==> src/hw/rtl/page_writeback_cache_controller_defines.svh <==
// Assertion macros shared by the page write-back cache controller RTL.
`ifndef PAGE_WRITEBACK_CACHE_CONTROLLER_DEFINES_SVH
`define PAGE_WRITEBACK_CACHE_CONTROLLER_DEFINES_SVH

`ifndef SYNTHESIS

// Same-cycle implication, checked on every rising edge outside reset.
`define PWCC_ASSERT_NOW(label, clk, rstn, ante, cons) \
    label: assert property (@(posedge clk) disable iff (!(rstn)) (ante) |-> (cons)) \
        else $error("pwcc assertion failed");

// Next-cycle implication, checked on every rising edge outside reset.
`define PWCC_ASSERT_NEXT(label, clk, rstn, ante, cons) \
    label: assert property (@(posedge clk) disable iff (!(rstn)) (ante) |=> (cons)) \
        else $error("pwcc assertion failed");

`else

`define PWCC_ASSERT_NOW(label, clk, rstn, ante, cons)
`define PWCC_ASSERT_NEXT(label, clk, rstn, ante, cons)

`endif

`endif

==> src/hw/rtl/pwcc_pkg.sv <==
// Shared types, constants and helpers of the page write-back cache controller.
package pwcc_pkg;

    // Field widths of the request and result items.
    localparam int unsigned OP_W   = 4;
    localparam int unsigned ADDR_W = 16;
    localparam int unsigned SI_W   = 6;
    localparam int unsigned TAG_W  = 10;
    localparam int unsigned AGE_W  = 8;
    localparam int unsigned SLOT_W = 3;

    // Defaults of the top-level parameters.
    localparam int unsigned SLOTS_DEF      = 8;
    localparam int unsigned PAGE_BYTES_DEF = 64;

    // Tag value of an empty slot; pages at or above it are reserved.
    localparam logic [TAG_W-1:0] EMPTY_TAG = 10'h3FF;

    // Reset value of the write-back age limit.
    localparam logic [AGE_W-1:0] MAX_AGE_RESET = 8'd32;

    // Bulk operations report at most this many write-backs.
    localparam int unsigned RES_LIMIT = 8;
    localparam int unsigned RES_CNT_W = $clog2(RES_LIMIT + 1);

    // Operation codes.
    localparam logic [OP_W-1:0] OP_READ       = 4'd0;
    localparam logic [OP_W-1:0] OP_WRITE      = 4'd1;
    localparam logic [OP_W-1:0] OP_TICK       = 4'd2;
    localparam logic [OP_W-1:0] OP_INV_ADDR   = 4'd3;
    localparam logic [OP_W-1:0] OP_INV_SLOT   = 4'd4;
    localparam logic [OP_W-1:0] OP_AGE_ADDR   = 4'd5;
    localparam logic [OP_W-1:0] OP_AGE_SLOT   = 4'd6;
    localparam logic [OP_W-1:0] OP_FLUSH_SLOT = 4'd7;
    localparam logic [OP_W-1:0] OP_INV_ALL    = 4'd8;
    localparam logic [OP_W-1:0] OP_FLUSH_ALL  = 4'd9;

    // One result item, without the end-of-request mark.
    typedef struct packed {
        logic              status;
        logic              hit;
        logic [SLOT_W-1:0] access_slot;
        logic              fill_valid;
        logic              writeback_valid;
        logic [SLOT_W-1:0] writeback_slot;
        logic [TAG_W-1:0]  writeback_page;
    } res_t;

    localparam res_t RES_NONE    = '{default: '0};
    localparam res_t RES_IGNORED = '{status: 1'b1, default: '0};

    // Result that reports one write-back.
    function automatic res_t res_wb(input logic [SLOT_W-1:0] slot,
                                    input logic [TAG_W-1:0] page);
        res_t r;
        r                 = RES_NONE;
        r.writeback_valid = 1'b1;
        r.writeback_slot  = slot;
        r.writeback_page  = page;
        return r;
    endfunction

endpackage

==> src/hw/rtl/page_writeback_cache_controller.sv <==
// Top level of the page write-back cache controller: slot state and sequencer.
//
// Bookkeeping for a small fully associative write-back cache of pages.
// Requests enter on the s_ stream (operation in s_tuser, address and slot
// index in s_tdata); results leave on the m_ stream, with the final result
// of each request marked by m_tlast. The age limit is written through
// cfg_wr_en / cfg_wr_data; the user must write it only while no request is
// in progress, as the block itself does not enforce this. One request is
// handled at a time; s_tready is high only between requests. Slot state
// lives in small memories with a registered read port, and one
// compare/update unit visits the slots one at a time (read, then update).
// Read, write, address invalidate and address age divide the address
// into a page, scan all slots and apply one update step; tick, invalidate
// all and flush all scan the slots; slot operations read and update one
// slot; reserved pages, bad slots and unknown operations skip the scan.
// Bulk operations hand out one result per dirty slot as they scan.
// A result waits in the output register while m_tready is low, and the
// sequencer holds until that register is free; the next request can be
// accepted while the last result still waits there.
// Reset (aresetn low, synchronous) empties all slots, clears ages and dirty
// bits by clearing one valid flag per slot, and sets the age limit to 32.
`include "page_writeback_cache_controller_defines.svh"

module page_writeback_cache_controller #(
    parameter int unsigned SLOTS      = pwcc_pkg::SLOTS_DEF,
    parameter int unsigned PAGE_BYTES = pwcc_pkg::PAGE_BYTES_DEF
) (
    input  logic        aclk,
    input  logic        aresetn,
    // Request stream.
    input  logic        s_tvalid,
    output logic        s_tready,
    input  logic [23:0] s_tdata,    // address[15:0], slot_index[21:16], zero[23:22]
    input  logic [3:0]  s_tuser,    // operation[3:0]
    // Result stream.
    output logic        m_tvalid,
    input  logic        m_tready,
    output logic [23:0] m_tdata,    // hit[0], access_slot[3:1], fill_valid[4],
                                    // writeback_valid[5], writeback_slot[8:6],
                                    // writeback_page[18:9], zero[23:19]
    output logic [0:0]  m_tuser,    // status[0]
    output logic        m_tlast,
    // Age limit register.
    input  logic        cfg_wr_en,
    input  logic [7:0]  cfg_wr_data
);

    localparam int unsigned ADDR_W = pwcc_pkg::ADDR_W;
    localparam int unsigned TAG_W  = pwcc_pkg::TAG_W;
    localparam int unsigned AGE_W  = pwcc_pkg::AGE_W;
    localparam int unsigned OP_W   = pwcc_pkg::OP_W;
    localparam int unsigned SI_W   = pwcc_pkg::SI_W;
    localparam int unsigned SLOT_W = pwcc_pkg::SLOT_W;
    localparam int unsigned CNT_W  = pwcc_pkg::RES_CNT_W;
    localparam int unsigned IDX_W  = (SLOTS > 1) ? $clog2(SLOTS) : 1;
    localparam logic [IDX_W-1:0] LAST_IDX = IDX_W'(SLOTS - 1);

    // Page number by reciprocal multiply: the estimate is exact or one low.
    localparam int unsigned DIV_SH  = ADDR_W + 8;
    localparam int unsigned PROD_W  = ADDR_W + DIV_SH;
    localparam logic [DIV_SH-1:0] RECIP = DIV_SH'((64'd1 << DIV_SH) / PAGE_BYTES);
    localparam logic [ADDR_W-1:0] PAGE_SIZE = ADDR_W'(PAGE_BYTES);

    typedef enum logic [6:0] {
        ST_IDLE  = 7'b0000001,
        ST_DIV   = 7'b0000010,
        ST_CORR  = 7'b0000100,
        ST_RD    = 7'b0001000,
        ST_EX    = 7'b0010000,
        ST_APPLY = 7'b0100000,
        ST_DONE  = 7'b1000000
    } state_t;

    // Control registers.
    state_t              state_reg, state_next;
    logic [AGE_W-1:0]    max_age_reg, max_age_next;
    logic [SLOTS-1:0]    ent_valid_reg, ent_valid_next;
    logic                held_valid_reg, held_valid_next;
    logic                m_valid_reg, m_valid_next;

    // Request and scan registers.
    logic [OP_W-1:0]     op_reg, op_next;
    logic [ADDR_W-1:0]   addr_reg, addr_next;
    logic [ADDR_W-1:0]   q0_reg, q0_next;
    logic [ADDR_W-1:0]   page_reg, page_next;
    logic [IDX_W-1:0]    idx_reg, idx_next;
    logic [CNT_W-1:0]    res_cnt_reg, res_cnt_next;
    logic                hit_found_reg, hit_found_next;
    logic [IDX_W-1:0]    hit_idx_reg, hit_idx_next;
    logic [AGE_W-1:0]    hit_age_reg, hit_age_next;
    logic                hit_dirty_reg, hit_dirty_next;
    logic                emp_found_reg, emp_found_next;
    logic [IDX_W-1:0]    emp_idx_reg, emp_idx_next;
    logic                cln_found_reg, cln_found_next;
    logic [IDX_W-1:0]    cln_idx_reg, cln_idx_next;
    logic [AGE_W-1:0]    cln_age_reg, cln_age_next;
    logic [TAG_W-1:0]    tag0_reg, tag0_next;
    pwcc_pkg::res_t      pend_reg, pend_next;

    // Output register.
    pwcc_pkg::res_t      m_res_reg, m_res_next;
    logic                m_last_reg, m_last_next;

    // Slot state memories and their registered read port.
    logic [TAG_W-1:0]    tag_mem   [SLOTS];
    logic [AGE_W-1:0]    age_mem   [SLOTS];
    logic                dirty_mem [SLOTS];
    logic [TAG_W-1:0]    rd_tag_reg;
    logic [AGE_W-1:0]    rd_age_reg;
    logic                rd_dirty_reg;
    logic                rd_valid_reg;

    // Write port.
    logic                wr_en;
    logic [IDX_W-1:0]    wr_idx;
    logic [TAG_W-1:0]    wr_tag;
    logic [AGE_W-1:0]    wr_age;
    logic                wr_dirty;

    // Shared datapath signals.
    logic [TAG_W-1:0]    c_tag;
    logic [AGE_W-1:0]    c_age;
    logic                c_dirty;
    logic [PROD_W-1:0]   prod;
    logic [ADDR_W-1:0]   q0_times;
    logic [ADDR_W-1:0]   rem;
    logic [ADDR_W-1:0]   page_calc;
    logic                scan_last;
    logic                out_free;
    logic                page_match;
    logic [AGE_W-1:0]    age_inc;
    logic [IDX_W-1:0]    victim;
    logic                victim_wb;
    logic                is_write;
    logic                push;
    pwcc_pkg::res_t      push_res;
    logic                push_last;
    logic [IDX_W-1:0]    si_idx;
    logic                si_bad;

    assign s_tready = (state_reg == ST_IDLE);
    assign out_free = !m_valid_reg || m_tready;
    assign scan_last = (idx_reg == LAST_IDX);
    assign is_write = (op_reg == pwcc_pkg::OP_WRITE);
    assign si_idx = s_tdata[16 +: IDX_W];
    assign si_bad = ({1'b0, s_tdata[16 +: SI_W]} >= (SI_W + 1)'(SLOTS));

    // A slot never written since reset reads as empty, age zero, clean.
    assign c_tag   = rd_valid_reg ? rd_tag_reg : pwcc_pkg::EMPTY_TAG;
    assign c_age   = rd_valid_reg ? rd_age_reg : '0;
    assign c_dirty = rd_valid_reg & rd_dirty_reg;

    // Page number: reciprocal estimate, then one compare and correct.
    assign prod      = {{DIV_SH{1'b0}}, addr_reg} * {{ADDR_W{1'b0}}, RECIP};
    assign q0_times  = ADDR_W'(q0_reg * PAGE_SIZE);
    assign rem       = addr_reg - q0_times;
    assign page_calc = (rem >= PAGE_SIZE) ? ADDR_W'(q0_reg + 1'b1) : q0_reg;

    // Shared compare and age units that act on the slot just read.
    assign page_match = (page_reg == ADDR_W'(c_tag));
    assign age_inc = (c_age < max_age_reg) ? AGE_W'(c_age + 1'b1) : c_age;

    // Victim for a miss: first empty, else oldest clean, else slot zero.
    always_comb begin
        victim_wb = 1'b0;
        if (emp_found_reg) begin
            victim = emp_idx_reg;
        end else if (cln_found_reg) begin
            victim = cln_idx_reg;
        end else begin
            victim    = '0;
            victim_wb = 1'b1;
        end
    end

    // Sequencer.
    always_comb begin
        state_next      = state_reg;
        max_age_next    = cfg_wr_en ? cfg_wr_data : max_age_reg;
        held_valid_next = held_valid_reg;
        op_next         = op_reg;
        addr_next       = addr_reg;
        q0_next         = q0_reg;
        page_next       = page_reg;
        idx_next        = idx_reg;
        res_cnt_next    = res_cnt_reg;
        hit_found_next  = hit_found_reg;
        hit_idx_next    = hit_idx_reg;
        hit_age_next    = hit_age_reg;
        hit_dirty_next  = hit_dirty_reg;
        emp_found_next  = emp_found_reg;
        emp_idx_next    = emp_idx_reg;
        cln_found_next  = cln_found_reg;
        cln_idx_next    = cln_idx_reg;
        cln_age_next    = cln_age_reg;
        tag0_next       = tag0_reg;
        pend_next       = pend_reg;
        wr_en           = 1'b0;
        wr_idx          = idx_reg;
        wr_tag          = c_tag;
        wr_age          = c_age;
        wr_dirty        = c_dirty;
        push            = 1'b0;
        push_res        = pend_reg;
        push_last       = 1'b1;

        case (state_reg)
            ST_IDLE: begin
                if (s_tvalid) begin
                    op_next         = s_tuser;
                    addr_next       = s_tdata[ADDR_W-1:0];
                    idx_next        = '0;
                    res_cnt_next    = '0;
                    held_valid_next = 1'b0;
                    hit_found_next  = 1'b0;
                    emp_found_next  = 1'b0;
                    cln_found_next  = 1'b0;
                    pend_next       = pwcc_pkg::RES_NONE;
                    case (s_tuser)
                        pwcc_pkg::OP_READ, pwcc_pkg::OP_WRITE,
                        pwcc_pkg::OP_INV_ADDR, pwcc_pkg::OP_AGE_ADDR: begin
                            state_next = ST_DIV;
                        end
                        pwcc_pkg::OP_TICK, pwcc_pkg::OP_INV_ALL,
                        pwcc_pkg::OP_FLUSH_ALL: begin
                            state_next = ST_RD;
                        end
                        pwcc_pkg::OP_INV_SLOT, pwcc_pkg::OP_AGE_SLOT,
                        pwcc_pkg::OP_FLUSH_SLOT: begin
                            if (si_bad) begin
                                pend_next  = pwcc_pkg::RES_IGNORED;
                                state_next = ST_DONE;
                            end else begin
                                idx_next   = si_idx;
                                state_next = ST_RD;
                            end
                        end
                        default: begin
                            pend_next  = pwcc_pkg::RES_IGNORED;
                            state_next = ST_DONE;
                        end
                    endcase
                end
            end

            ST_DIV: begin
                q0_next    = prod[DIV_SH +: ADDR_W];
                state_next = ST_CORR;
            end

            // A reserved page never matches, so every address request on it
            // is ignored without a scan.
            ST_CORR: begin
                page_next = page_calc;
                if (page_calc >= ADDR_W'(pwcc_pkg::EMPTY_TAG)) begin
                    pend_next  = pwcc_pkg::RES_IGNORED;
                    state_next = ST_DONE;
                end else begin
                    state_next = ST_RD;
                end
            end

            ST_RD: begin
                state_next = ST_EX;
            end

            ST_EX: begin
                case (op_reg)
                    // Lookup scan, gathering victim candidates on the way.
                    pwcc_pkg::OP_READ, pwcc_pkg::OP_WRITE,
                    pwcc_pkg::OP_INV_ADDR, pwcc_pkg::OP_AGE_ADDR: begin
                        if (page_match && !hit_found_reg) begin
                            hit_found_next = 1'b1;
                            hit_idx_next   = idx_reg;
                            hit_age_next   = c_age;
                            hit_dirty_next = c_dirty;
                        end
                        if ((c_tag == pwcc_pkg::EMPTY_TAG) && !emp_found_reg) begin
                            emp_found_next = 1'b1;
                            emp_idx_next   = idx_reg;
                        end
                        if (!c_dirty && (!cln_found_reg || (c_age >= cln_age_reg))) begin
                            cln_found_next = 1'b1;
                            cln_idx_next   = idx_reg;
                            cln_age_next   = c_age;
                        end
                        if (idx_reg == '0) begin
                            tag0_next = c_tag;
                        end
                        if (scan_last) begin
                            state_next = ST_APPLY;
                        end else begin
                            idx_next   = IDX_W'(idx_reg + 1'b1);
                            state_next = ST_RD;
                        end
                    end

                    // Age every slot; the first dirty slot at the limit is
                    // written back and restarts at age zero.
                    pwcc_pkg::OP_TICK: begin
                        wr_en  = 1'b1;
                        wr_age = age_inc;
                        if (!hit_found_reg && (age_inc == max_age_reg) && c_dirty) begin
                            wr_age         = '0;
                            wr_dirty       = 1'b0;
                            hit_found_next = 1'b1;
                            pend_next      = pwcc_pkg::res_wb(SLOT_W'(idx_reg), c_tag);
                        end
                        if (scan_last) begin
                            state_next = ST_DONE;
                        end else begin
                            idx_next   = IDX_W'(idx_reg + 1'b1);
                            state_next = ST_RD;
                        end
                    end

                    pwcc_pkg::OP_INV_SLOT: begin
                        if (c_dirty) begin
                            pend_next = pwcc_pkg::res_wb(SLOT_W'(idx_reg), c_tag);
                        end
                        wr_en      = 1'b1;
                        wr_tag     = pwcc_pkg::EMPTY_TAG;
                        wr_age     = '0;
                        wr_dirty   = 1'b0;
                        state_next = ST_DONE;
                    end

                    pwcc_pkg::OP_AGE_SLOT: begin
                        wr_en      = 1'b1;
                        wr_age     = max_age_reg;
                        state_next = ST_DONE;
                    end

                    pwcc_pkg::OP_FLUSH_SLOT: begin
                        if (c_dirty) begin
                            pend_next = pwcc_pkg::res_wb(SLOT_W'(idx_reg), c_tag);
                            wr_en     = 1'b1;
                            wr_age    = '0;
                            wr_dirty  = 1'b0;
                        end
                        state_next = ST_DONE;
                    end

                    // Bulk scan: the newest write-back is held back so that
                    // the final one can carry the end mark.
                    pwcc_pkg::OP_INV_ALL, pwcc_pkg::OP_FLUSH_ALL: begin
                        if (c_dirty) begin
                            if (res_cnt_reg == CNT_W'(pwcc_pkg::RES_LIMIT)) begin
                                state_next = ST_DONE;
                            end else if (!held_valid_reg || out_free) begin
                                if (held_valid_reg) begin
                                    push      = 1'b1;
                                    push_last = 1'b0;
                                end
                                pend_next       = pwcc_pkg::res_wb(SLOT_W'(idx_reg), c_tag);
                                held_valid_next = 1'b1;
                                res_cnt_next    = CNT_W'(res_cnt_reg + 1'b1);
                                wr_en           = 1'b1;
                                wr_dirty        = 1'b0;
                                if (op_reg == pwcc_pkg::OP_INV_ALL) begin
                                    wr_tag = pwcc_pkg::EMPTY_TAG;
                                    wr_age = '0;
                                end
                                if (scan_last) begin
                                    state_next = ST_DONE;
                                end else begin
                                    idx_next   = IDX_W'(idx_reg + 1'b1);
                                    state_next = ST_RD;
                                end
                            end
                        end else begin
                            if (op_reg == pwcc_pkg::OP_INV_ALL) begin
                                wr_en    = 1'b1;
                                wr_tag   = pwcc_pkg::EMPTY_TAG;
                                wr_age   = '0;
                                wr_dirty = 1'b0;
                            end
                            if (scan_last) begin
                                state_next = ST_DONE;
                            end else begin
                                idx_next   = IDX_W'(idx_reg + 1'b1);
                                state_next = ST_RD;
                            end
                        end
                    end

                    default: begin
                        pend_next  = pwcc_pkg::RES_IGNORED;
                        state_next = ST_DONE;
                    end
                endcase
            end

            // Update the slot chosen by the lookup scan.
            ST_APPLY: begin
                state_next = ST_DONE;
                case (op_reg)
                    pwcc_pkg::OP_READ, pwcc_pkg::OP_WRITE: begin
                        wr_en  = 1'b1;
                        wr_tag = page_reg[TAG_W-1:0];
                        if (hit_found_reg) begin
                            wr_idx   = hit_idx_reg;
                            wr_age   = (!is_write && !hit_dirty_reg) ? '0 : hit_age_reg;
                            wr_dirty = is_write | hit_dirty_reg;
                        end else begin
                            wr_idx   = victim;
                            wr_age   = '0;
                            wr_dirty = is_write;
                        end
                        pend_next                 = pwcc_pkg::RES_NONE;
                        pend_next.hit             = hit_found_reg;
                        pend_next.access_slot     = SLOT_W'(wr_idx);
                        pend_next.fill_valid      = !hit_found_reg;
                        pend_next.writeback_valid = !hit_found_reg && victim_wb;
                        pend_next.writeback_page  = (!hit_found_reg && victim_wb) ?
                                                    tag0_reg : '0;
                    end
                    pwcc_pkg::OP_INV_ADDR: begin
                        if (!hit_found_reg) begin
                            pend_next = pwcc_pkg::RES_IGNORED;
                        end else begin
                            if (hit_dirty_reg) begin
                                pend_next = pwcc_pkg::res_wb(SLOT_W'(hit_idx_reg),
                                                             page_reg[TAG_W-1:0]);
                            end
                            wr_en    = 1'b1;
                            wr_idx   = hit_idx_reg;
                            wr_tag   = pwcc_pkg::EMPTY_TAG;
                            wr_age   = '0;
                            wr_dirty = 1'b0;
                        end
                    end
                    pwcc_pkg::OP_AGE_ADDR: begin
                        if (!hit_found_reg) begin
                            pend_next = pwcc_pkg::RES_IGNORED;
                        end else begin
                            wr_en    = 1'b1;
                            wr_idx   = hit_idx_reg;
                            wr_tag   = page_reg[TAG_W-1:0];
                            wr_age   = max_age_reg;
                            wr_dirty = hit_dirty_reg;
                        end
                    end
                    default: begin
                        pend_next = pwcc_pkg::RES_IGNORED;
                    end
                endcase
            end

            // Hand the final result to the output register.
            ST_DONE: begin
                if (out_free) begin
                    push       = 1'b1;
                    push_last  = 1'b1;
                    state_next = ST_IDLE;
                end
            end

            default: begin
                state_next = ST_IDLE;
            end
        endcase
    end

    // Slot valid flags follow the write port.
    always_comb begin
        ent_valid_next = ent_valid_reg;
        if (wr_en) begin
            ent_valid_next[wr_idx] = 1'b1;
        end
    end

    // Output register: loads on a push, empties when the receiver takes it.
    always_comb begin
        m_res_next  = m_res_reg;
        m_last_next = m_last_reg;
        if (push) begin
            m_valid_next = 1'b1;
            m_res_next   = push_res;
            m_last_next  = push_last;
        end else if (m_tready) begin
            m_valid_next = 1'b0;
        end else begin
            m_valid_next = m_valid_reg;
        end
    end

    // Control registers with reset.
    always_ff @(posedge aclk) begin
        if (!aresetn) begin
            state_reg      <= ST_IDLE;
            max_age_reg    <= pwcc_pkg::MAX_AGE_RESET;
            ent_valid_reg  <= '0;
            held_valid_reg <= 1'b0;
            m_valid_reg    <= 1'b0;
        end else begin
            state_reg      <= state_next;
            max_age_reg    <= max_age_next;
            ent_valid_reg  <= ent_valid_next;
            held_valid_reg <= held_valid_next;
            m_valid_reg    <= m_valid_next;
        end
    end

    // Request, scan and result payload registers.
    always_ff @(posedge aclk) begin
        op_reg        <= op_next;
        addr_reg      <= addr_next;
        q0_reg        <= q0_next;
        page_reg      <= page_next;
        idx_reg       <= idx_next;
        res_cnt_reg   <= res_cnt_next;
        hit_found_reg <= hit_found_next;
        hit_idx_reg   <= hit_idx_next;
        hit_age_reg   <= hit_age_next;
        hit_dirty_reg <= hit_dirty_next;
        emp_found_reg <= emp_found_next;
        emp_idx_reg   <= emp_idx_next;
        cln_found_reg <= cln_found_next;
        cln_idx_reg   <= cln_idx_next;
        cln_age_reg   <= cln_age_next;
        tag0_reg      <= tag0_next;
        pend_reg      <= pend_next;
        m_res_reg     <= m_res_next;
        m_last_reg    <= m_last_next;
    end

    // Slot memories: one write and one registered read per cycle.
    always_ff @(posedge aclk) begin
        if (wr_en) begin
            tag_mem[wr_idx]   <= wr_tag;
            age_mem[wr_idx]   <= wr_age;
            dirty_mem[wr_idx] <= wr_dirty;
        end
        rd_tag_reg   <= tag_mem[idx_reg];
        rd_age_reg   <= age_mem[idx_reg];
        rd_dirty_reg <= dirty_mem[idx_reg];
        rd_valid_reg <= ent_valid_reg[idx_reg];
    end

    // Result stream packing.
    assign m_tvalid   = m_valid_reg;
    assign m_tlast    = m_last_reg;
    assign m_tuser[0] = m_res_reg.status;
    assign m_tdata    = {5'b0,
                         m_res_reg.writeback_page,
                         m_res_reg.writeback_slot,
                         m_res_reg.writeback_valid,
                         m_res_reg.fill_valid,
                         m_res_reg.access_slot,
                         m_res_reg.hit};

    // A request is taken only while idle, so the next cycle is busy.
    `PWCC_ASSERT_NEXT(a_busy_after_accept, aclk, aresetn, s_tvalid && s_tready, !s_tready)
    // Write-back slot and page are zero whenever no write-back is reported.
    `PWCC_ASSERT_NOW(a_wb_fields_clear, aclk, aresetn, m_tvalid && !m_tdata[5], m_tdata[18:6] == 13'd0)
    // A fill only follows a miss on a request that was carried out.
    `PWCC_ASSERT_NOW(a_fill_on_miss, aclk, aresetn, m_tvalid && m_tdata[4], !m_tdata[0] && !m_tuser[0])
    // Bulk scans never report more than the result limit.
    `PWCC_ASSERT_NOW(a_res_limit, aclk, aresetn, held_valid_reg, res_cnt_reg <= CNT_W'(pwcc_pkg::RES_LIMIT))

endmodule

==> config.mk <==
export PLATFORM = sky130hd
export DESIGN_NAME = page_writeback_cache_controller
export DESIGN_NICKNAME = d
export VERILOG_FILES = /design/src/hw/rtl/pwcc_pkg.sv /design/src/hw/rtl/page_writeback_cache_controller.sv
export VERILOG_INCLUDE_DIRS = /design/src /design/src/hw/rtl
export SDC_FILE = /design/constraint.sdc
export NUM_CORES = 1
export LEC_CHECK = 0
export ABC_AREA = 1
export BUFFER_PORTS_ARGS = -buffer_cell sky130_fd_sc_hd__clkbuf_2
export CORE_ASPECT_RATIO = 0.5
export CORE_MARGIN = 4
export CORE_UTILIZATION = 25
export DETAILED_ROUTE_END_ITERATION = 12
export PLACE_DENSITY = 0.47
export SLEW_MARGIN = 20
export SYNTH_ARGS = -nofsm -noshare
export SYNTH_HDL_FRONTEND = slang
export SYNTH_SLANG_ARGS = --single-unit
==> constraint.sdc <==
create_clock -name aclk -period 7.72 [get_ports aclk]
set_input_delay 1.544 -clock aclk [delete_from_list [all_inputs] [get_ports aclk]]
set_output_delay 1.544 -clock aclk [all_outputs]
set_load 0.01 [all_outputs]
# Word level (Yosys, flattened, before mapping)
# Memories as Yosys holds them, arrays and structs flattened. A register that Yosys moved wholly into a read port is not among the register bits.
# Index checks and enable logic that the tools add are counted.
# word_totals
ram_bits	152
output_inout_bits	28
reg_bits	159
n_memories	3
elab_cells	292
in_bits	41
# mem_list
name	words	width	rd	rd_ports_with_merged_regs	write_ports	line	source
tag_mem	8	10	1	1	1	page_writeback_cache_controller.sv:105	logic [TAG_W-1:0] tag_mem [SLOTS];
age_mem	8	8	1	1	1	page_writeback_cache_controller.sv:106	logic [AGE_W-1:0] age_mem [SLOTS];
dirty_mem	8	1	1	1	1	page_writeback_cache_controller.sv:107	logic dirty_mem [SLOTS];
# classes
mux	128
eq_ne	54
n_addsub	5
n_lt_le_gt_ge	8
n_reduce_logical	50
bitwise_logic	7
# op_table
op	count
two-way mux 20 bit	11
case mux 20 bit (4 select lines)	2
two-way mux 8 bit	12
two-way mux 10 bit	8
case mux 20 bit (3 select lines)	1
two-way mux 7 bit	8
case mux 7 bit (7 select lines)	1
case mux 7 bit (3 select lines)	2
case mux 10 bit (2 select lines)	2
case mux 20 bit (2 select lines)	1
case mux 8 bit (5 select lines)	1
two-way mux 1 bit	39
two-way mux 3 bit	12
== test 4 x 3 -> 1 bit, second input constant	8
case mux 10 bit (3 select lines)	1
inequality test 3 bit, second input constant	8
case mux 8 bit (3 select lines)	1
== test 4 bit, second input constant	5
two-way mux 4 bit	5
inequality test 2 bit, second input constant	10
case mux 1 bit (2 select lines)	9
case mux 3 bit (2 select lines)	3
== test 16 x 10 -> 1 bit	1
== test 4 x 2 -> 1 bit, second input constant	4
other kinds (56)	97

# Longest topological paths before layout
# Gate-level depths: netlist of the first run.
# depth
depth_word	10
depth_mapped	24
ltp_nobuf	24

# Least setup slack after synthesis of the first run
# No wires, ideal clock.
# synth_path
kind	in2reg
start	input port m_tready
end	memory age_mem[0][0] (enable)
slack_ps	4249
arrival_ps	3075
setup_time_ps	396
cell_stages	10
cell_sequence	nor2_1 nand2_1 nand2_1 nand2_1 nand2_1 o211ai_1 a21oi_1 nor2_1 inv_1 nor2_1
# synth_between
elab_chain_len	9
# synth_rtl
item	line	source
from (decl)	page_writeback_cache_controller.sv:37	input logic m_tready,
logical OR 1 bit	page_writeback_cache_controller.sv:142	assign out_free = !m_valid_reg || m_tready;
logical OR 1 bit	page_writeback_cache_controller.sv:350	end else if (!held_valid_reg || out_free) begin
two-way mux 1 bit	page_writeback_cache_controller.sv:350	
two-way mux 1 bit	page_writeback_cache_controller.sv:348	if (res_cnt_reg == CNT_W'(pwcc_pkg::RES_LIMIT)) begin
two-way mux 1 bit	page_writeback_cache_controller.sv:347	if (c_dirty) begin
case mux 1 bit (3 select lines)	page_writeback_cache_controller.sv:268	case (op_reg)
case mux 1 bit (2 select lines)	page_writeback_cache_controller.sv:207	case (state_reg)
two-way mux 1 bit	page_writeback_cache_controller.sv:530	if (wr_en) begin
two-way mux 1 bit (not written as such)	page_writeback_cache_controller.sv:532	age_mem[wr_idx] <= wr_age;
to (decl)	page_writeback_cache_controller.sv:106	
# No other way between the ends.

# Worst setup path after layout of the first run
# layout_path
start	register rd_valid_reg
end	register pend_reg[6] (netlist name) (enable)
# layout_between
elab_chain_len	8
# layout_rtl
item	line	source
from (decl)	page_writeback_cache_controller.sv:111	logic rd_valid_reg;
from (signal assigned)	page_writeback_cache_controller.sv:538	rd_valid_reg <= ent_valid_reg[idx_reg];
two-way mux 8 bit *	page_writeback_cache_controller.sv:150	assign c_age = rd_valid_reg ? rd_age_reg : '0;
via c_age[3]	page_writeback_cache_controller.sv:122	logic [AGE_W-1:0] c_age;
adder 8 x 1 -> 8 bit or less-than comparator 8 bit (tied branches)	page_writeback_cache_controller.sv:161	assign age_inc = (c_age < max_age_reg) ? AGE_W'(c_age + 1'b1) : c_age;
two-way mux 8 bit *	page_writeback_cache_controller.sv:161	
== test 8 bit *	page_writeback_cache_controller.sv:303	if (!hit_found_reg && (age_inc == max_age_reg) && c_dirty) begin
logical AND 1 bit * (2 in a row)	page_writeback_cache_controller.sv:303	
inequality test 3 bit (no source line) *	-	
AND reduction 11 bit (no source line) *	-	
to (signal assigned)	page_writeback_cache_controller.sv:523	pend_reg <= pend_next;
to (decl)	page_writeback_cache_controller.sv:98	pwcc_pkg::res_t pend_reg, pend_next;
# Mark *: on every way through the listed nets, which the timed path passes. The rest lies on a longest branch.
# A chain may end at the register's enable or synchronous reset.

==> results of run 1 <==
==> synth_stat cells, drive strengths merged (4+ instances only) <==
cell    count
clkbuf     42
o211ai      4
nor3       19
a32oi       6
buf        11
nand4      24
dfxtp      45
o21ai     149
nor4        7
inv       163
a211oi      4
o22ai      25
clkinv      4
nand2     218
nand3      50
nor2      294
xor2       15
a21oi      46
o32ai      12
edfxtp    274
ha         31
xnor2       7
a22oi      11
a31oi      21
==> logic make-up (layout without fill, tap and decap cells) <==
kind of cell             after synthesis  count (layout)  share of synthesized area
adder cells (fa/ha/maj)               32              32                     0.0272
flip-flops                           319             319                      0.609
AO/OA/AOI/OAI                        292             292                      0.113
AND/OR/NAND/NOR                      617             617                      0.180
other                                  1               5                   0.000250
XOR/XNOR                              22              22                     0.0129
buffers and inverters                220             294                     0.0575
==> power by group through the flow <==
stage | logic, mW | clock network [mW] | registers, mW
finish | 0.693 | 1.58 | 2.06
global route | 0.785 | 1.70 | 2.07
CTS | 0.699 | 1.63 | 2.06
detailed placement | 0.696 | 0 | 2.10
global placement | 0.693 | 0 | 2.10
floorplan | 0.504 | 0 | 2.07
==> per-stage QoR <==
step	hold WS, ns	utilization	cell area (um2)
final	0.415	0.291	17300
after global routing	0.422	0.291	17300
after CTS	0.417	0.291	17300
after detailed placement	0.405	0.273	16200
after global placement	0.404	0.273	16200
after floorplan	0.400	-	15000
==> worst register-to-register path, cell delays in order, from the launching register on <==
cell and delay, ns:
dfxtp_1 0.74, nand2_1 0.27, inv_1 0.34, ha_1 0.32, a21oi_1 0.14, nand2_1 0.09
nand4_2 0.09, nand2_2 0.17, inv_1 0.18, nand2_1 0.09, nand3_1 0.07, nand2_1 0.05
nor2_1 0.09, nand2_1 0.07, nor2_2 0.15, nand3_2 0.25, nand3_1 0.18, inv_2 0.09
nor2_2 0.79
==> metal layers <==
| layer | global-route usage | wire length, um | up-vias |
|---|---|---|---|
| li1 | - | - | 5317 |
| met1 | 0.170 | 19100 | 5156 |
| met5 | 0 | 0 | - |
| met4 | 0.0289 | 585 | 0 |
| met2 | 0.197 | 18200 | 223 |
| met3 | 0.0223 | 1980 | 41 |
==> cell type report <==
type / instances / area (um2)
clock buffer: 46 / 946
timing repair buffer: 66 / 358
tap: 812 / 1020
sequential: 319 / 9130
multi-input combinational: 968 / 5080
clock inverter: 15 / 119
fill: 6262 / 42000
inverter: 167 / 627
==> layout by cell type, fill, tap and decap left out, types with 17 or more instances in the layout <==
master and n:
clkbuf_2 55, nor3_1 17, nand3_1 44, o22ai_1 25, inv_1 148, a21oi_1 44
a31oi_1 21, edfxtp_1 274, o21ai_0 144, clkbuf_16 34, ha_1 31, nand2_1 205
nand4_1 21, nor2_1 267, dfxtp_1 45
==> worst max path at each step <==
stage	from	to	slack [ns]	cells past startpoint
finish	rd_valid_reg	pend_reg[6]	3.16	18
CTS	rd_valid_reg	pend_reg[19]	3.15	18
detailed placement	rd_valid_reg	pend_reg[3]	3.18	18
global route	rd_valid_reg	pend_reg[9]	2.79	18
floorplan	m_tready	age_mem[0][0]	4.25	10
global placement	rd_valid_reg	pend_reg[2]	3.19	18
==> flow_summary.ini, run 1 <==
[outcome]
status = completed

[worst_setup_path]
timing.critical_path.slowest_stage_cell = nor2_2
path_depth_of_the_worst_reg2reg_path = 18
start_kind = register
crit-reg2reg-capture = pend_reg[6]
reg2reg_from = rd_valid_reg
worst-path-buf-inv = 3
path_common_cell = nand2_1
critical_path_arrival_ns = 4.70
cp_data_required_time_ns = 7.86
slowest_delay_ns = 0.79
end_kind = register
reg2reg_slack_ns = 3.16
worstPathCellList = nand2_1 -> inv_1 -> ha_1 -> a21oi_1 -> nand2_1 -> nand4_2 -> nand2_2 -> inv_1 -> nand2_1 -> nand3_1 -> nand2_1 -> nor2_1 -> nand2_1 -> nor2_2 -> nand3_2 -> nand3_1 -> inv_2 -> nor2_2
critical_path_class = reg2reg
worst-path-max-fanout = 20
crit_path_max_delay_family = simple AND/OR/NAND/NOR gates

[cells_and_area]
stdcell_count = 2393
post_route_cells_drive_above_1_share = 0.119
area_growth_pct = 15.3
largest_reg_flops = 80
antenna-diode-count = 0
design.final.nets = 1629

[placed_design]
port-buffer-count = 55
detailedPlace.worstSlack_ns = 3.18
dp.final_hpwl_um = 26500
globalplace.congestion = 0.848
dp.cells = 2332

[timing]
period_minus_slack_ns = 4.56
post-route-period-util = 0.591
setup_ws_ns = 3.16
setup_violations = 0
slew_viol_final = 0
rsz0062_at_grt = no
finalSetupTns_ns = 0
finalClockSkew_ns = 0.00995
clock.fmax_mhz = 219
worstMarginPinSlew_ns = 1.10
worst_slew_margin_rel = 0.262
timing_hold_violations_final = 0

[floorplan]
num_rows = 63
initial_core_util = 0.253
die_h_um = 181
design.die.area_mm2 = 0.0641
pin_count = 69
core_mm2 = 0.0593
die_w_um = 354

[routing]
detailroute.via_count = 10737
drc = 0
first_iter_violations = 811
number_of_detailed_route_iterations_in_the_first_pass = 5
wire_length_after_detailed_routing_um = 39800
post_drt_via_cell_ratio = 4.49
postRouteAntennaNets = 0
post_drt_wl_per_cell_um = 16.6

[synth]
yosysTopAreaCellShare = 0.549
post_synth_num_cell_types = 56
yosys_top_cell_by_area = edfxtp_1
netlist_instances = 1503
synth_seq_area_share = 0.609
synth_warnings = 0
ys_ff_latch = 319
async_reset_ff_frac = 0
mappedNetlistArea_mm2 = 0.0150
synthFlopType = edfxtp_1
syn-mean-instance-area_um2 = 9.97
synthTopCellsByArea = edfxtp_1 55%, nor2_1 6.9%, dfxtp_1 6.0%
edff_count_synth = 274

[clock_network]
hold_fix_buffers_cts = 0
clock_sink_count = 319
number_of_cts_inserted_buffers = 34
worst_skew_late_latency_ns = 0.53
cts_tree = done
ctsLongestPathBuffers = 3
cts.clk_slew.worst_paths_ns = 0.07
cts_root_buffer = clkbuf_16
htreeDepth = 2
cts.repair_timing.setup_buffer_count = 0
cts_repair_resize_count = 0

[power]
power.ir.vdd_worst_uv = 120
p_int_mw = 3.11
power.share.combinational = 0.160
power_frac_seq = 0.475
leakage_power_summed_over_all_cells_nw = 6.35
switching_share = 0.284
p_sw_mw = 1.23
power.density_cell_area_mw_per_mm2 = 251
total_power_mw = 4.34
clock_network_fraction_of_total_power = 0.365

[min_path]
min_delay_worst_endpoint = m_tuser
min_path_type = reg2reg
hold_path_depth = 0
worstHoldStart = pend_reg[19]

[global_routing]
first_global_vias = 10461
antenna_found_initial = 0
track_usage = 0.122
largest_net_degree_at_the_start_of_global_routing = 84
wire_length_of_the_first_global_routing_pass_um = 61600
overflow = 0

[flow_run]
maxCapViolCount = 0
Note: power is estimated with default switching activity, not from simulation.
==> inputs of run 2 (changes only) <==
clock period = 4.3 ns   (was 7.72 ns; I/O delays follow)
==> run 2 against run 1 <==
Clock skew grew 0.0063 ns. Critical path depth is the same. Fmax grew 20%. Final area grew 1.2%. Core utilization grew 0.36 points. Critical endpoint is now pend_reg[3].
==> flow_summary.ini, run 2 (synthesis results as in run 1) <==
[timing]
rsz0062_at_grt = no
timing_hold_violations_final = 0
post-route-period-util = 0.881
worst_slew_margin_rel = 0.290
slew_viol_final = 0
finalSetupTns_ns = 0
finalClockSkew_ns = 0.0163
worstMarginPinSlew_ns = 1.06
period_minus_slack_ns = 3.79
clock.fmax_mhz = 264
setup_violations = 0

[routing]
number_of_detailed_route_iterations_in_the_first_pass = 5
post_drt_wl_per_cell_um = 16.4
wire_length_after_detailed_routing_um = 39600
first_iter_violations = 846
postRouteAntennaNets = 0
post_drt_via_cell_ratio = 4.45
detailroute.via_count = 10778
drc = 0

[clock_network]
hold_fix_buffers_cts = 0
number_of_cts_inserted_buffers = 34
cts.clk_slew.worst_paths_ns = 0.06
clock_sink_count = 319
cts.repair_timing.setup_buffer_count = 0
ctsLongestPathBuffers = 3
cts_tree = done
htreeDepth = 2
worst_skew_late_latency_ns = 0.52
cts_root_buffer = clkbuf_16
cts_repair_resize_count = 0

[global_routing]
track_usage = 0.123
overflow = 0
wire_length_of_the_first_global_routing_pass_um = 62200
largest_net_degree_at_the_start_of_global_routing = 84
first_global_vias = 10584
antenna_found_initial = 0

[worst_setup_path]
path_depth_of_the_worst_reg2reg_path = 18
cp-endpoint = pend_reg[3]
reg2reg_slack_ns = 0.51
start_kind = register
critical_path_arrival_ns = 3.99
critical_path.startpoint = rd_valid_reg
critical_path_class = reg2reg
end_kind = register
reg2reg_from = rd_valid_reg
worst-path-max-fanout = 20
crit-reg2reg-capture = pend_reg[3]
cp_data_required_time_ns = 4.51

[cells_and_area]
postLayoutCoreUtil = 0.295
antenna-diode-count = 0
most_frequent_cells_in_the_layout = 274 x edfxtp_1, 267 x nor2_1, 205 x nand2_1, 148 x inv_1, 144 x o21ai_0
post_route_cells_drive_above_1_share = 0.134
largest_reg_flops = 80
ff_latch_area_mm2 = 0.00913
multi_input_area_mm2 = 0.00505
commonest_non_fill_non_tap_cell_in_the_layout = edfxtp_1
final.fill_count = 6274
design.final.nets = 1657
area_growth_pct = 16.7

[floorplan]
core_mm2 = 0.0593
die_h_um = 181
die_w_um = 354
pin_count = 69
num_rows = 63
design.die.area_mm2 = 0.0641
initial_core_util = 0.253

[min_path]
min_path_type = reg2reg

[outcome]
status = completed

[flow_run]
maxCapViolCount = 0

[power]
power.ir.vdd_worst_uv = 193
leakage_power_summed_over_all_cells_nw = 6.50
power.density_cell_area_mw_per_mm2 = 449

[placed_design]
dp.final_hpwl_um = 27300
globalplace.congestion = 0.852
port-buffer-count = 55
run 2: cell types whose count changed in the layout (fill, tap and decap cells not counted):
cell        previous run  this run
clkinv_8               1         0
buf_4                 11        37
clkinvlp_4             0         1
clkbuf_8               5         2
clkbuf_16             34        35
clkinv_2               7         8
nor2_4                11         5
inv_8                  0         1
bufinv_16              1         2
buf_12                 0         2
nor2_2                15        21
clkbuf_1               7         6
inv_6                  2         1
run 2: worst min-delay path by stage:
stage                     cells after the start           to  slack, ns         start
after floorplan                               0   m_tdata[0]       0.40  pend_reg[18]
after global placement                        0  m_tdata[10]       0.40   pend_reg[1]
after detailed placement                      0      m_tuser       0.40  pend_reg[19]
after CTS                                     0   m_tdata[3]       0.42  pend_reg[17]
after global routing                          0   m_tdata[3]       0.42  pend_reg[17]
final                                         0   m_tdata[3]       0.42  pend_reg[17]
run 2: through the flow:
stage / hold WS (ns) / area (um2) / setup slack [ns] / power, mW / instances
after global placement: 0.402 / 16400 / 0.532 / 5.05 / 2360
after detailed placement: 0.405 / 16400 / 0.569 / 5.05 / 2360
after global routing: 0.424 / 17500 / 0.136 / 8.26 / 2420
after CTS: 0.420 / 17500 / 0.557 / 7.96 / 2420
final: 0.417 / 17500 / 0.513 / 7.84 / 2420
after floorplan: 0.400 / 15000 / 0.863 / 4.63 / 1507
run 2: metal layers:
layer  vias to the layer above  GRT usage  wire length (um)
li1                       5362          -                 -
met5                         -          0                 0
met3                        43     0.0198              1620
met2                       173      0.196             18000
met4                         0     0.0271               578
met1                      5200      0.175             19400
run 2: area by class of cell:
cell class / instances / area share
Clock inverter: 17 / 0.00844
Tap cell: 812 / 0.0581
Clock buffer: 43 / 0.0529
Multi-Input combinational cell: 968 / 0.289
Timing Repair Buffer: 94 / 0.0339
Inverter: 167 / 0.0358
Sequential cell: 319 / 0.522
run 2: critical path, cell delays in order, from the launching register on:
cell	delay [ns]
dfxtp_1	0.60
nand2_1	0.26
inv_1	0.23
ha_1	0.30
a21oi_1	0.15
o21a_1	0.19
nand2_2	0.19
inv_1	0.19
nand2_1	0.09
nand3_1	0.07
nand2_1	0.06
nor2_1	0.08
nand2_1	0.08
nor2_2	0.15
nand3_2	0.24
nand3_1	0.16
inv_2	0.07
nor2_2	0.07
buf_4	0.28
run 2: power breakdown:
group	internal (mW)	leakage (nW)	switching [mW]
clock network	1.65	0.532	1.22
registers	3.61	2.86	0.0883
logic	0.386	3.11	0.892
total	5.65	6.50	2.20
